$ cat config.mk
export PLATFORM = sky130hd
export DESIGN_NAME = rdmhh_mix
export DESIGN_NICKNAME = d
export VERILOG_FILES = /design/src/hw/rtl/rdmhh_pkg.sv /design/src/hw/rtl/rdmhh_mix.sv
export SDC_FILE = /design/constraint.sdc
export NUM_CORES = 1
export LEC_CHECK = 0
export ABC_CLOCK_PERIOD_IN_PS = 7550
export BUFFER_PORTS_ARGS = -buffer_cell sky130_fd_sc_hd__clkbuf_2
export CORE_AREA = 4 4 173 175
export DETAILED_ROUTE_END_ITERATION = 12
export DIE_AREA = 0 0 177 179
export PLACE_DENSITY = 0.78
export SYNTH_ARGS = -nofsm -noshare
export SYNTH_HDL_FRONTEND = slang
export SYNTH_SLANG_ARGS = --single-unit
$ cat constraint.sdc
create_clock -name clk_i -period 7.55 [get_ports clk_i]
set_clock_uncertainty 0.1 [all_clocks]
set_input_delay 1.8875 -clock clk_i [delete_from_list [all_inputs] [get_ports clk_i]]
set_output_delay 1.8875 -clock clk_i [all_outputs]
set_load 0.005 [all_outputs]
$ cat src/hw/rtl/rdmhh_pkg.sv
package rdmhh_pkg;

  // field widths
  localparam int unsigned STICK_W = 11;
  localparam int unsigned HEAD_W  = 9;
  localparam int unsigned ACCEL_W = 16;
  localparam int unsigned DRIVE_W = 12;
  localparam int unsigned LIMIT_W = 16;
  localparam int unsigned CFG_IDX_W  = 2;
  localparam int unsigned CFG_DATA_W = 16;

  // fixed point integrators
  localparam int unsigned FRAC_BITS_DEF = 16;
  localparam int unsigned ACC_W         = 48;
  localparam int unsigned TENTH_SHIFT   = 16;
  localparam logic signed [13:0] TENTH_NUM = 14'sd6554;
  localparam int unsigned CLIP_W        = 24;

  // stick and heading constants
  localparam logic [STICK_W-1:0] DB_LO     = STICK_W'(1450);
  localparam logic [STICK_W-1:0] DB_HI     = STICK_W'(1550);
  localparam logic [STICK_W-1:0] CENTER    = STICK_W'(1500);
  localparam logic [STICK_W-1:0] RECAP_LO  = STICK_W'(1400);
  localparam logic [STICK_W-1:0] RECAP_HI  = STICK_W'(1600);
  localparam logic signed [HEAD_W:0] HALF_TURN = 10'sd180;
  localparam logic signed [HEAD_W:0] FULL_TURN = 10'sd360;

  // mix scaling: divide by 1.5 is 2x then /3 via reciprocal
  localparam int unsigned SUM_W       = 16;
  localparam int unsigned MAG_W       = 14;
  localparam logic [SUM_W-2:0] THIRD_RECIP = 15'd21846;
  localparam int unsigned THIRD_SHIFT = 16;

  localparam logic [DRIVE_W-1:0] DRIVE_BASE = 12'd1000;
  localparam logic [DRIVE_W-1:0] DRIVE_MAX  = 12'd4095;
  localparam logic [LIMIT_W-1:0] LIMIT_RESET = 16'd400;

  typedef enum logic [CFG_IDX_W-1:0] {
    REG_ACCEL_REF_X    = 2'd0,
    REG_ACCEL_REF_Y    = 2'd1,
    REG_DISTANCE_LIMIT = 2'd2
  } cfg_reg_e;

  // pipeline: stage 1 is the input register, the last one the result register
  localparam int unsigned NUM_STG = 7;

  typedef struct packed {
    logic [NUM_STG:1] en;   // stage register may load
    logic [NUM_STG:1] mv;   // a live transaction enters the stage
  } stage_ctl_t;

  typedef struct packed {
    logic               fwd_l;
    logic               fwd_r;
    logic [DRIVE_W-1:0] drive_l;
    logic [DRIVE_W-1:0] drive_r;
  } mix_out_t;

endpackage

$ cat src/hw/rtl/rdmhh_mix.sv
module rdmhh_mix import rdmhh_pkg::*; (
  input  logic                     clk_i,
  input  logic                     rst_ni,
  input  stage_ctl_t               ctl_i,
  input  logic [STICK_W-1:0]       stick_yaw_i,
  input  logic [STICK_W-1:0]       stick_pitch_i,
  input  logic signed [HEAD_W-1:0] heading_i,
  output mix_out_t                 mix_o
);

  function automatic logic signed [STICK_W:0] stick_ofs(input logic [STICK_W-1:0] v);
    logic [STICK_W-1:0] d;
    d = (v > DB_LO && v < DB_HI) ? CENTER : v;
    return $signed({1'b0, d}) - $signed({1'b0, CENTER});
  endfunction

  // floor(|x| / 3), exact for |x| below 2^15
  function automatic logic [MAG_W-1:0] third_mag(input logic signed [SUM_W-1:0] x);
    logic [SUM_W-2:0]   a;
    logic [2*SUM_W-3:0] p;
    a = x[SUM_W-1] ? (SUM_W-1)'(-x) : x[SUM_W-2:0];
    p = a * THIRD_RECIP;
    return p[THIRD_SHIFT +: MAG_W];
  endfunction

  function automatic logic [DRIVE_W-1:0] drive_of(input logic [MAG_W-1:0] m);
    logic [MAG_W:0] s;
    s = {{(MAG_W+1-DRIVE_W){1'b0}}, DRIVE_BASE} + {1'b0, m};
    return (s > {{(MAG_W+1-DRIVE_W){1'b0}}, DRIVE_MAX}) ? DRIVE_MAX : s[DRIVE_W-1:0];
  endfunction

  // stage 1: input register
  logic [STICK_W-1:0]       yaw1_q, pitch1_q;
  logic signed [HEAD_W-1:0] head1_q;

  always_ff @(posedge clk_i) begin
    if (ctl_i.en[1]) begin
      yaw1_q   <= stick_yaw_i;
      pitch1_q <= stick_pitch_i;
      head1_q  <= heading_i;
    end
  end

  // held heading; also tracks outside rover mode, where it is never looked at again
  logic signed [HEAD_W-1:0] held_q, held_d;
  logic signed [HEAD_W:0]   err_raw, err;
  logic signed [SUM_W-1:0]  pe, ye, ee, suml_d, sumr_d;

  always_comb begin
    held_d  = (yaw1_q > RECAP_HI || yaw1_q < RECAP_LO) ? head1_q : held_q;
    err_raw = {held_d[HEAD_W-1], held_d} - {head1_q[HEAD_W-1], head1_q};
    if (err_raw > HALF_TURN) begin
      err = err_raw - FULL_TURN;
    end else if (err_raw < -HALF_TURN) begin
      err = err_raw + FULL_TURN;
    end else begin
      err = err_raw;
    end
    pe = SUM_W'(stick_ofs(pitch1_q));
    ye = SUM_W'(stick_ofs(yaw1_q));
    ee = SUM_W'(err);
    suml_d = ((pe <<< 1) + ye + ee * 16'sd10) <<< 1;
    sumr_d = ((pe <<< 1) - ye - ee * 16'sd10) <<< 1;
  end

  always_ff @(posedge clk_i or negedge rst_ni) begin
    if (!rst_ni) begin
      held_q <= '0;
    end else if (ctl_i.mv[2]) begin
      held_q <= held_d;
    end
  end

  // stage 2: mix sums
  logic signed [SUM_W-1:0] suml2_q, sumr2_q;

  always_ff @(posedge clk_i) begin
    if (ctl_i.en[2]) begin
      suml2_q <= suml_d;
      sumr2_q <= sumr_d;
    end
  end

  // stage 3: truncated quotients as sign and magnitude
  logic [MAG_W-1:0] magl_d, magr_d, magl3_q, magr3_q;
  logic             posl3_q, posr3_q;

  assign magl_d = third_mag(suml2_q);
  assign magr_d = third_mag(sumr2_q);

  always_ff @(posedge clk_i) begin
    if (ctl_i.en[3]) begin
      magl3_q <= magl_d;
      magr3_q <= magr_d;
      posl3_q <= !suml2_q[SUM_W-1] && (magl_d != '0);
      posr3_q <= !sumr2_q[SUM_W-1] && (magr_d != '0);
    end
  end

  // stage 4 builds the drive pulses, stages 5 and 6 keep pace with the distance path
  mix_out_t out4_q, out5_q, out6_q;

  always_ff @(posedge clk_i) begin
    if (ctl_i.en[4]) begin
      out4_q.fwd_l   <= posl3_q;
      out4_q.fwd_r   <= posr3_q;
      out4_q.drive_l <= drive_of(magl3_q);
      out4_q.drive_r <= drive_of(magr3_q);
    end
    if (ctl_i.en[5]) begin
      out5_q <= out4_q;
    end
    if (ctl_i.en[6]) begin
      out6_q <= out5_q;
    end
  end

  assign mix_o = out6_q;

endmodule

* After elaboration in Yosys (flattened, before gate mapping)
Index checks and enable logic that the tools add are counted.
** Storage, ports and cells
- Logic and storage cells :: 64
- Register bits after elaboration :: 178
** Operators by class
- Muxes and demuxes :: 7
- Reductions and logical operators :: 9
- $lt $le $gt $ge :: 10
- Multiply operators :: 3
- Add/subtract/negate cells :: 13
** Operator list (number)
- 15-bit by 14-bit multiplier with 29-bit output, second input constant :: 2
- 11-bit > comparator, second input constant :: 3
- 11-bit < comparator, second input constant :: 3
- 10-bit by 14-bit adder with 15-bit output, first input constant :: 2
- 15-bit by 12-bit > comparator with 1-bit output, second input constant :: 2
- 15-bit 2-to-1 mux :: 2
- 15-bit negation :: 2
- 14-bit nonzero test :: 2
- 11-bit by 11-bit subtractor with 12-bit output, second input constant :: 2
- 11-bit 2-to-1 mux :: 2
- 10-bit 2-to-1 mux :: 2
- 14-bit by 15-bit adder with 15-bit output :: 1
- 14-bit by 15-bit subtractor with 15-bit output :: 1
- 13-bit by 12-bit adder with 14-bit output :: 1
- 10-bit by 4-bit multiplier with 14-bit output, second input constant :: 1
- 13-bit by 12-bit subtractor with 14-bit output :: 1
- 10-bit adder, second input constant :: 1
- 10-bit by 9-bit > comparator with 1-bit output, second input constant :: 1
- 10-bit by 9-bit < comparator with 1-bit output, second input constant :: 1
- 10-bit subtractor, second input constant :: 1
- 9-bit by 9-bit subtractor with 10-bit output :: 1
- 9-bit 2-to-1 mux :: 1
- 1-bit logical AND :: 4
- 1-bit logical NOT :: 2
- 1-bit logical OR :: 1

* Longest topological paths before layout
Gate-level depths: netlist of run 1.
- Depth in word-level cells :: 9
- Gate-level depth with buffers :: 40
- Mapped depth without buffers :: 39

* Least setup slack after synthesis of run 1
Ideal clock, no wire load.
- Kind :: register to register
- Start point :: reg yaw1_q[4]
- End point :: reg suml2_q[15] (data pin)
- Stages on the path, launching flop included :: 38
- Data required time :: 7190 ps
- Setup slack :: -337 ps
- Buffers on the path :: 1
- Clock period less this slack :: 7887 ps
- Arrival time :: 7527 ps
- Setup time :: 260 ps
- Cell sequence :: edfxtp_1 -> clkbuf_1 -> or4_1 -> o31ai_1 -> and3_1 -> o21ai_1 -> mux2i_1 -> ha_1 -> fa_1 -> nor2b_1 -> o21ai_1 -> a21boi_1 -> o31a_1 -> o22ai_1 -> xnor2_1 -> inv_1 -> o21ai_1 -> nand2_1 -> [2 not listed] -> ha_1 -> fa_1 -> a21o_1 -> a21oi_1 -> o21bai_1 -> a21oi_1 -> o21bai_1 -> a21oi_1 -> xnor2_1 -> inv_1 -> fa_1 -> inv_1 -> ha_1 -> nor3_1 -> nor2_1 -> o41ai_1 -> xnor2_1 -> xnor2_1
** Between the ends
- Cells in the longest elaborated chain, start to end :: 9
- Elaborated cells on any way between the ends :: 19
- Those cells by class :: 6 x add/sub; 1 x mul; 6 x order compare; 4 x mux; 2 x reduce/logical
** Ends and longest elaborated chain
- start, declared :: RTL line rdmhh_mix.sv:33 : logic [STICK_W-1:0] yaw1_q, pitch1_q;
- start signal, assigned :: RTL line rdmhh_mix.sv:38 : yaw1_q <= stick_yaw_i;
- 11-bit > comparator / 11-bit < comparator (equally long branches) :: RTL line rdmhh_mix.sv:50 : held_d = (yaw1_q > RECAP_HI || yaw1_q < RECAP_LO) ? head1_q : held_q;
- 1-bit logical OR :: RTL line rdmhh_mix.sv:50
- 9-bit 2-to-1 mux :: RTL line rdmhh_mix.sv:50
- 9-bit by 9-bit subtractor with 10-bit output :: RTL line rdmhh_mix.sv:51 : err_raw = {held_d[HEAD_W-1], held_d} - {head1_q[HEAD_W-1], head1_q};
- 10-bit adder / 10-bit by 9-bit < comparator with 1-bit output (equally long branches) :: RTL line rdmhh_mix.sv:55, rdmhh_mix.sv:54
- 10-bit 2-to-1 mux :: RTL line rdmhh_mix.sv:54 : end else if (err_raw < -HALF_TURN) begin
- 10-bit 2-to-1 mux :: RTL line rdmhh_mix.sv:52 : if (err_raw > HALF_TURN) begin
- 10-bit by 4-bit multiplier with 14-bit output :: RTL line rdmhh_mix.sv:62 : suml_d = ((pe <<< 1) + ye + ee * 16'sd10) <<< 1;
- 14-bit by 15-bit adder with 15-bit output (*) :: RTL line rdmhh_mix.sv:62
- net suml_d[15] :: RTL line rdmhh_mix.sv:47 : logic signed [SUM_W-1:0] pe, ye, ee, suml_d, sumr_d;
- end signal, assigned :: RTL line rdmhh_mix.sv:79 : suml2_q <= suml_d;
- end, declared :: RTL line rdmhh_mix.sv:75 : logic signed [SUM_W-1:0] suml2_q, sumr2_q;
The timed path passes the listed nets; every way through them passes the cells marked *.
A chain may end at the register's enable or synchronous reset.

* Worst setup path in the final report of run 1
Same ends and word-level chain as after synthesis.

==> results.sh, run 1 <==
export IMPL_status="finished, violations left"
export IMPL_violations="negative setup slack"
export IMPL_ys_ff_latch=177
export IMPL_r2r_start="yaw1_q[4]"
export IMPL_grt_max_degree=32
export IMPL_synth_cells=1440
export IMPL_netlist_area_leader_share=0.311
export IMPL_synthDistinctLibCells=63
export IMPL_synth_seq_area_share=0.324
export IMPL_via_count=11100
export IMPL_grt_pass1_wl_mm=53.1
export IMPL_ys_warn_count=0
export IMPL_synth_most_common_cell="ha_1"
export IMPL_synth_edf_count=168
export IMPL_overflow=0
export IMPL_slowest_stage="or4_4"
export IMPL_totalWireLength_mm=32.9
export IMPL_reg2reg_to="suml2_q[15]"
export IMPL_drive_gt1_frac=0.207
export IMPL_cts_tree="built"
export IMPL_hpwl_mm=26.4
export IMPL_finalCritPeriodShare=1.00
export IMPL_slew_headroom=0.516
export IMPL_syn_nets=1879
export IMPL_io_buffer_count=65
export IMPL_wl_per_cell_um=16.2
export IMPL_synthesis_area_per_instance_um2=11.3
export IMPL_ys_top_cells_by_area="edfxtp_1 31%, ha_1 19%, fa_1 18%"
export IMPL_die_x_um=177
export IMPL_synth_async_reset_ratio=0.0508
export IMPL_die_y_um=179
export IMPL_end_kind="flip-flop"
export IMPL_max_stage_delay_ns=0.56
export IMPL_area_delta_synth_final_pct=18.1
export IMPL_utilization=0.674
export IMPL_whs_ns=0.319
export IMPL_setup_viol=1
export IMPL_critPathKind="reg -> reg"
export IMPL_clkTransAtPathRegs_ns=0.09
export IMPL_cts_sinks=177
export IMPL_cts_buffer_depth=2
export IMPL_track_usage=0.211
export IMPL_first_pass_iters=4
export IMPL_rsz0062_at_grt="yes"
export IMPL_hold_viol_final=0
export IMPL_crit_top_cell="xnor2_1"
export IMPL_core_area_um2=28500
export IMPL_layout_min_cycle_time_ns=7.58
export IMPL_antenna_cells=0
export IMPL_grt_pass1_vias=11500
export IMPL_synth_ff_type="edfxtp_1"
export IMPL_die_area_um2=31700
export IMPL_drt_iter0_drc=482
export IMPL_worst_slack_ns=-0.0310
export IMPL_pin_count=73
export IMPL_startpoint_type="flip-flop"
export IMPL_yosysTopAreaCell="edfxtp_1"
export IMPL_tightest_slew_ns=0.726
export IMPL_r2r_slack_ns=-0.03
export IMPL_antenna_found_initial=0
export IMPL_initial_core_util=0.571
export IMPL_drt_drc_violations_left=0
export IMPL_cp_arrival_ns=7.70
export IMPL_r2r_cells=33
export IMPL_yosys_top_cells_count="247 x ha_1, 212 x inv_1, 168 x edfxtp_1, 145 x fa_1, 77 x nand2_1"
export IMPL_endpoint="suml2_q[15]"
export IMPL_gp_congestion=0.929
export IMPL_cts_root_buffer="clkbuf_16"
export IMPL_crit_start="yaw1_q[4]"
export IMPL_max_clock_freq_mhz=132
export IMPL_crit_required_ns=7.67
export IMPL_cts_hold_buf=0
export IMPL_numCtsBuffers=17
export IMPL_routed_via_density=5.43
export IMPL_path_max_fanout=4
export IMPL_fin_nets=2079
export IMPL_drv_cap=0
export IMPL_drtAntennaViolNets=0
export IMPL_hold_class="reg -> reg"
export IMPL_rows=62
export IMPL_clkLatencyLatePin_ns=0.46
export IMPL_ctsHtreeMaxLevel=4
export IMPL_netlist_area_um2=16200
export IMPL_slew_viol_final=0
## metal layers
layer	global-route usage	wire, um	vias to the layer above
met3	0.0369	1190	74
met1	0.235	12900	5364
met2	0.400	17700	218
li1	-	-	5404
met5	0	0	-
met4	0.0787	1110	0
## cell families after synthesis
group,count (synthesis),synth area share
adder cells (fa/ha/maj),392,0.369
XOR/XNOR,113,0.0618
multiplexers,21,0.0145
buffers and inverters,225,0.0520
AND/OR/NAND/NOR,284,0.0866
AO/OA/AOI/OAI,228,0.0920
flip-flops,177,0.324
## layout make-up
class / count / area (um2)
Clock buffer: 17 / 425
Fill cell: 2029 / 9280
Inverter: 212 / 796
Sequential cell: 177 / 5270
Multi-Input combinational cell: 1038 / 10700
Clock inverter: 15 / 233
Tap cell: 384 / 480
Timing Repair Buffer: 194 / 1310
## critical path: cells and delay by family, from the launching register on
kind / cells / cell delay, ns
adder cells (fa/ha/maj): 7 / 2.28
AO/OA/AOI/OAI: 14 / 2.39
multiplexers: 1 / 0.20
buffers and inverters: 2 / 0.22
AND/OR/NAND/NOR: 4 / 1.00
flip-flops: 1 / 0.40
XOR/XNOR: 5 / 0.73
## cells in the final DEF, fill, tap and decap left out, drive strengths merged, types with 7 or more instances in the layout
cell	instances
ha	247
inv	222
edfxtp	168
fa	145
buf	129
clkbuf	82
nand2	77
xnor2	74
nor2	68
o21ai	55
a21oi	52
xor2	38
nor3	27
nand2b	22
a21o	21
nand3	18
mux2	17
nor2b	17
o21a	14
o31ai	11
dfrtp	9
nor4	9
or3	8
o21bai	8
a31oi	7
o22ai	7
## per-stage QoR
step / TNS, ns / cell area [um2] / worst slack, ns / instances
after floorplan: -0.0126 / 16300 / -0.0126 / 1440
after global placement: -0.391 / 17800 / -0.121 / 1975
after detailed placement: -1.08 / 17800 / -0.225 / 1975
after CTS: 0 / 18600 / 0.0000258 / 2008
after global routing: -1.04 / 19200 / -0.317 / 2037
final: -0.0310 / 19200 / -0.0310 / 2037
## worst min path at each step
stage,start,to,slack [ns],cells after the start
final,out4_q[0],out5_q[0],0.32,0
after global routing,out4_q[15],out5_q[15],0.33,0
after CTS,out4_q[14],out5_q[14],0.32,0
after detailed placement,out4_q[0],out5_q[0],0.30,0
after global placement,out5_q[9],mix_o[9],0.30,0
after floorplan,out5_q[0],mix_o[0],0.30,0
## registers in the layout, indices dropped and copies added (netlist names), 9 cells and up
register	cells
head1_q	9
yaw1_q	11
mix_o	26
held_q	9
magr3_q	14
out4_q	26
suml2_q	14
pitch1_q	11
out5_q	26
magl3_q	14
sumr2_q	15
## repair_timing
item | in CTS | in global routing
setup endpoints to repair | 9 | 14
gates resized for setup | 24 | 76
setup buffers | 1 | 29
pin swaps | 11 | 48
Power of run 1 is left out: the tool's default activity adds up to more than one toggle a clock period on the data nets, which glitch-free logic cannot reach.
==> run 2, diff against run 1 <==
--- a/config.mk
+++ b/config.mk
@@ -5,7 +5,7 @@
 export SDC_FILE = /design/constraint.sdc
 export NUM_CORES = 1
 export LEC_CHECK = 0
-export ABC_CLOCK_PERIOD_IN_PS = 7550
+export ABC_CLOCK_PERIOD_IN_PS = 6550
 export BUFFER_PORTS_ARGS = -buffer_cell sky130_fd_sc_hd__clkbuf_2
 export CORE_AREA = 4 4 173 175
 export DETAILED_ROUTE_END_ITERATION = 12
==> constraint.sdc (replaced) <==
create_clock -name clk_i -period 6.55 [get_ports clk_i]
set_clock_uncertainty 0.1 [all_clocks]
set_input_delay 1.6375 -clock clk_i [delete_from_list [all_inputs] [get_ports clk_i]]
set_output_delay 1.6375 -clock clk_i [all_outputs]
set_load 0.005 [all_outputs]
==> run 2 against run 1 <==
Compared with the run above: the run still ends with negative setup slack left; die area is the same; global-route usage grew 2.8 points; fmax shrank 1.3%; first-iteration DRC count grew 80%; final cell count grew 12%; sequential share of layout area shrank 3.8 points; worst setup slack lost 1.1 ns; wire length grew 30%; register-to-register slack lost 1.1 ns; critical path depth grew 4; final area grew 16%; largest cell class unchanged.
==> results.sh, run 2 (synthesis gave the netlist of run 1 again) <==
export IMPL_grt_max_degree=32
export IMPL_max_stage_delay_ns=0.56
export IMPL_end_kind="flip-flop"
export IMPL_slowest_stage="or4_4"
export IMPL_layout_min_cycle_time_ns=7.68
export IMPL_hold_viol_final=0
export IMPL_track_usage=0.239
export IMPL_clkLatencyLatePin_ns=0.46
export IMPL_core_area_um2=28500
export IMPL_slew_headroom=0.182
export IMPL_die_area_um2=31700
export IMPL_area_delta_synth_final_pct=37.3
export IMPL_ctsHtreeMaxLevel=4
export IMPL_path_max_fanout=4
export IMPL_violations="negative setup slack"
export IMPL_nFillCells=1484
export IMPL_hold_class="reg -> reg"
export IMPL_worstHoldEndpoint="out5_q[7]"
export IMPL_antenna_found_initial=0
export IMPL_r2r_start="yaw1_q[2]"
export IMPL_numCtsBuffers=17
export IMPL_pin_count=73
export IMPL_hold_depth=0
export IMPL_final_cell_mix="352 x buf_4, 195 x inv_1, 189 x ha_1"
export IMPL_finalCritPeriodShare=1.17
export IMPL_die_x_um=177
export IMPL_via_count=12800
export IMPL_drtAntennaViolNets=0
export IMPL_drv_cap=0
export IMPL_critPathKind="reg -> reg"
export IMPL_drt_iter0_drc=867
export IMPL_hpwl_mm=28.2
export IMPL_startpoint_type="flip-flop"
export IMPL_grt_pass1_vias=12900
export IMPL_wl_per_cell_um=18.7
export IMPL_cp_arrival_ns=7.78
export IMPL_utilization=0.784
export IMPL_first_pass_iters=5
export IMPL_overflow=0
export IMPL_crit_required_ns=6.65
export IMPL_cts_tree="built"
export IMPL_gp_congestion=0.934
export IMPL_worst_slack_ns=-1.13
export IMPL_r2r_slack_ns=-1.13
export IMPL_cts_sinks=177
export IMPL_status="finished, violations left"
export IMPL_r2r_cells=37
export IMPL_rows=62
export IMPL_worstHoldStart="out4_q[7]"
export IMPL_totalWireLength_mm=42.7
export IMPL_fin_nets=2323
export IMPL_mostFrequentLayoutCell="buf_4"
export IMPL_cts_root_buffer="clkbuf_16"
export IMPL_drt_drc_violations_left=0
export IMPL_crit_top_cell="buf_4"
export IMPL_routed_via_density=5.62
export IMPL_critPathBufInv=8
export IMPL_io_buffer_count=65
export IMPL_path_delay_family="compound AO/OA/AOI/OAI gates"
export IMPL_die_y_um=179
export IMPL_rsz0062_at_grt="yes"
export IMPL_max_clock_freq_mhz=130
export IMPL_grt_pass1_wl_mm=60.8
export IMPL_slew_viol_final=0
export IMPL_reg2reg_to="suml2_q[15]"
export IMPL_setup_viol=29
export IMPL_tightest_slew_ns=1.21
export IMPL_drive_gt1_frac=0.389
export IMPL_clkTransAtPathRegs_ns=0.09
export IMPL_cts_buffer_depth=2
export IMPL_initial_core_util=0.571
export IMPL_antenna_cells=0
==> run 2: how the worst max path moves through the flow <==
stage | cells after the start | slack (ns) | end | from
finish | 37 | -1.13 | suml2_q[15] | yaw1_q[2]
global route | 38 | -1.56 | suml2_q[15] | yaw1_q[2]
CTS | 36 | -0.86 | suml2_q[15] | yaw1_q[0]
detailed placement | 36 | -1.13 | suml2_q[15] | yaw1_q[4]
global placement | 36 | -0.89 | suml2_q[15] | yaw1_q[4]
floorplan | 35 | -0.77 | suml2_q[15] | yaw1_q[4]
==> run 2: area by class of cell <==
class	count	area (um2)	share of cell area
timing repair buffer	438	3210	0.144
clock buffer	17	425	0.0191
sequential	177	5270	0.236
multi-input combinational	1038	11900	0.534
tap	384	480	0.0215
clock inverter	15	211	0.00948
inverter	212	796	0.0357
==> run 2: stage by stage <==
stage	setup WS (ns)	hold WS, ns	instance area [um2]	cells	TNS [ns]
after floorplan	-0.770	0.300	16500	1440	-5.53
after global placement	-0.893	0.300	19500	2175	-11.55
after detailed placement	-1.13	0.305	19500	2175	-16.24
after CTS	-0.858	0.317	21000	2241	-8.66
after global routing	-1.56	0.317	22300	2281	-22.43
final	-1.13	0.315	22300	2281	-14.29
==> run 2: worst reg2reg max path, delay by kind of cell (launching register included) <==
| kind | cells | cell delay, ns |
|---|---|---|
| adders and majority gates | 6 | 1.93 |
| and+or+nand+nor | 5 | 1.19 |
| xor gates and xnor gates | 4 | 0.64 |
| buffers and inverters | 8 | 1.03 |
| DFF | 1 | 0.40 |
| AOI/OAI and AO/OA | 13 | 1.97 |
| muxes | 1 | 0.18 |
==> run 2: routing by layer <==
| layer | up-vias | routed length (um) | track usage | part of all wire |
|---|---|---|---|---|
| met5 | - | 0 | 0 | 0 |
| li1 | 5901 | - | - | - |
| met2 | 454 | 23200 | 0.455 | 0.54 |
| met4 | 0 | 2220 | 0.0948 | 0.052 |
| met1 | 6304 | 15500 | 0.271 | 0.36 |
| met3 | 157 | 1750 | 0.0312 | 0.041 |
==> run 2: what timing repair did <==
| action | CTS | global route |
|---|---|---|
| gates resized for setup | 101 | 168 |
| setup endpoints to repair | 33 | 34 |
| pin swaps | 93 | 123 |
| buffers inserted | 34 | 45 |
| hold buffers | 0 | 0 |
Power of run 2 is left out for the same reason.
==> run 3, diff against run 2 <==
--- a/config.mk
+++ b/config.mk
@@ -5,12 +5,14 @@
 export SDC_FILE = /design/constraint.sdc
 export NUM_CORES = 1
 export LEC_CHECK = 0
+export ABC_AREA = 1
 export ABC_CLOCK_PERIOD_IN_PS = 6550
 export BUFFER_PORTS_ARGS = -buffer_cell sky130_fd_sc_hd__clkbuf_2
-export CORE_AREA = 4 4 173 175
+export CORE_AREA = 4 4 181 183
 export DETAILED_ROUTE_END_ITERATION = 12
-export DIE_AREA = 0 0 177 179
+export DIE_AREA = 0 0 185 187
 export PLACE_DENSITY = 0.78
+export RECOVER_POWER = 25
 export SYNTH_ARGS = -nofsm -noshare
 export SYNTH_HDL_FRONTEND = slang
 export SYNTH_SLANG_ARGS = --single-unit
==> run 3 against run 2 <==
Compared with the run above: final area fell by 0.98%; largest cell class unchanged; die area rose by 9.2%; register-to-register slack improved by 0.64 ns; synthesized cell count increased by 38%; core utilization decreased by 7.6 points; non-clock buffer count fell by 169; flip-flop and latch count unchanged; area after synthesis grew 10%; critical endpoint is now sumr2_q[15]; fmax rose by 9.1%; hold slack got worse by 0.0014 ns; via count rose by 12%; the run still ends with negative setup slack left; global-route usage up 0.47 points.
==> results.sh, run 3 <==
export IMPL_end_kind="flip-flop"
export IMPL_setup_viol=12
export IMPL_endpoint="sumr2_q[15]"
export IMPL_synthSimpleGateAreaFrac=0.162
export IMPL_crit_required_ns=6.66
export IMPL_synth_xor_area_share=0.0486
export IMPL_tns_ns=-2.43
export IMPL_crit_start="yaw1_q[10]"
export IMPL_mostFrequentLayoutCell="inv_1"
export IMPL_final_cell_mix="367 x inv_1, 355 x nand2_1, 202 x ha_1"
export IMPL_core_area_um2=31200
export IMPL_routed_via_density=5.36
export IMPL_synth_ff_type="edfxtp_1"
export IMPL_synth_cells=1983
export IMPL_slowest_stage="fa_1"
export IMPL_antenna_found_initial=0
export IMPL_initial_core_util=0.574
export IMPL_fin_nets=2702
export IMPL_crit_top_cell="nand2_2"
export IMPL_hold_depth=0
export IMPL_drtAntennaViolNets=0
export IMPL_drive_gt1_frac=0.231
export IMPL_hold_class="reg -> reg"
export IMPL_reg2reg_to="sumr2_q[15]"
export IMPL_pin_count=73
export IMPL_synthDistinctLibCells=54
export IMPL_cp_arrival_ns=7.14
export IMPL_synthesis_area_per_instance_um2=9.04
export IMPL_synth_seq_area_share=0.294
export IMPL_drt_iter0_drc=694
export IMPL_cts_buffer_depth=2
export IMPL_clkTransAtPathRegs_ns=0.07
export IMPL_io_buffer_count=65
export IMPL_drt_drc_violations_left=0
export IMPL_grt_pass1_vias=14900
export IMPL_hold_viol_final=0
export IMPL_via_count=14400
export IMPL_drv_cap=0
export IMPL_status="finished, violations left"
export IMPL_synth_compound_area_frac=0.0778
export IMPL_muxShareOfSynthArea=0.000558
export IMPL_ctsHtreeMaxLevel=4
export IMPL_area_delta_synth_final_pct=23.2
export IMPL_ys_top_cells_by_area="edfxtp_1 28%, ha_1 17%, fa_1 16%"
export IMPL_slew_headroom=0.158
export IMPL_antenna_cells=0
export IMPL_path_max_fanout=6
export IMPL_finish_instance_area_um2=22100
export IMPL_yosys_top_cells_count="385 x inv_1, 379 x nand2_1, 247 x ha_1, 168 x edfxtp_1, 145 x fa_1"
export IMPL_rsz0062_at_grt="yes"
export IMPL_finalCritPeriodShare=1.07
export IMPL_rows=65
export IMPL_wl_per_cell_um=16.0
export IMPL_place_area_um2=20000
export IMPL_cts_hold_buf=0
export IMPL_synth_async_reset_ratio=0.0508
export IMPL_cts_tree="built"
export IMPL_max_clock_freq_mhz=142
export IMPL_grt_pass1_wl_mm=68.3
export IMPL_syn_nets=2422
export IMPL_track_usage=0.244
export IMPL_die_y_um=187
export IMPL_tightest_slew_ns=1.26
export IMPL_netlist_area_um2=17900
export IMPL_startpoint_type="flip-flop"
export IMPL_critPathKind="reg -> reg"
export IMPL_yosys_area_share_adder=0.334
export IMPL_synth_most_common_cell="inv_1"
export IMPL_gp_congestion=0.943
export IMPL_r2r_slack_ns=-0.49
export IMPL_r2r_start="yaw1_q[10]"
export IMPL_synth_top_family_by_area="adder cells"
export IMPL_yosysTopAreaCell="edfxtp_1"
export IMPL_grt_max_degree=32
export IMPL_die_area_um2=34600
export IMPL_die_x_um=185
export IMPL_netlist_area_leader_share=0.281
export IMPL_totalWireLength_mm=42.9
export IMPL_preCtsSetupSlack_ns=-0.571
export IMPL_numCtsBuffers=17
export IMPL_worst_slack_ns=-0.488
export IMPL_max_stage_delay_ns=0.48
export IMPL_whs_ns=0.313
export IMPL_overflow=0
export IMPL_clkLatencyLatePin_ns=0.45
export IMPL_hpwl_mm=33.3
export IMPL_cts_sinks=177
export IMPL_ys_ff_latch=177
export IMPL_slew_viol_final=0
export IMPL_synth_edf_count=168
export IMPL_ys_warn_count=0
export IMPL_cts_root_buffer="clkbuf_16"
export IMPL_layout_min_cycle_time_ns=7.04
export IMPL_first_pass_iters=5
export IMPL_violations="negative setup slack"
export IMPL_r2r_cells=40
==> run 3: changes by cell type in the layout (fill, tap and decap cells not counted), sizes merged, moves of 18 or more <==
cell / change
nand2: +317
inv: +172
buf: -169
nor2: +68
nand3: +59
xnor2: -47
a21oi: +46
xor2: +32
nand2b: -22
o21ai: +18
==> run 3: timing repair <==
action                                  4_1_cts  5_1_grt
gates cloned                                  1        0
setup buffers                                18       24
resized for setup                            91      161
pin swaps                                    57      112
endpoints found under the setup margin       15       31
==> run 3: logic make-up (layout without fill, tap and decap cells) <==
group,Yosys count,count (layout)
buffers and inverters,394,687
AND/OR/NAND/NOR,682,682
adder cells (fa/ha/maj),392,392
AO/OA/AOI/OAI,240,240
flip-flops,177,177
XOR/XNOR,97,97
multiplexers,1,1
==> run 3: per-stage QoR <==
| stage | cells | util |
|---|---|---|
| after global placement | 2607 | 0.641 |
| after floorplan | 1983 | - |
| after CTS | 2657 | 0.679 |
| final | 2678 | 0.707 |
| after global routing | 2678 | 0.707 |
| after detailed placement | 2607 | 0.641 |
==> run 3: worst min path at each step <==
stage                    start    endpoint  slack (ns)
floorplan            out5_q[0]    mix_o[0]        0.30
global placement    out4_q[13]  out5_q[13]        0.30
detailed placement  out5_q[10]   mix_o[10]        0.30
CTS                  out4_q[1]   out5_q[1]        0.32
global route         out5_q[3]    mix_o[3]        0.32
finish               out4_q[1]   out5_q[1]        0.31
==> run 3: final cells by class <==
class	instances	area, um2
flip-flops and latches	177	5270
inverters	386	1450
clock inverters	15	161
well taps	402	503
fillers	2211	9140
clock buffers	17	425
repair buffers	269	1920
multi-input cells	1412	12400
==> run 3: layer usage <==
metal / track usage / vias up / wire, um
li1: - / 7030 / -
met1: 0.272 / 6844 / 16500
met2: 0.462 / 377 / 23100
met3: 0.0348 / 114 / 1600
met4: 0.0935 / 0 / 1730
met5: 0 / - / 0
==> run 3: critical path: cells and delay by family, from the launching register on <==
| kind | cells | cell delay, ns |
|---|---|---|
| AO/OA/AOI/OAI | 10 | 1.81 |
| XOR/XNOR | 3 | 0.52 |
| AND/OR/NAND/NOR | 16 | 1.59 |
| flip-flops | 1 | 0.46 |
| buffers and inverters | 6 | 0.70 |
| adder cells (fa/ha/maj) | 5 | 1.60 |
Power of run 3 is left out for the same reason.
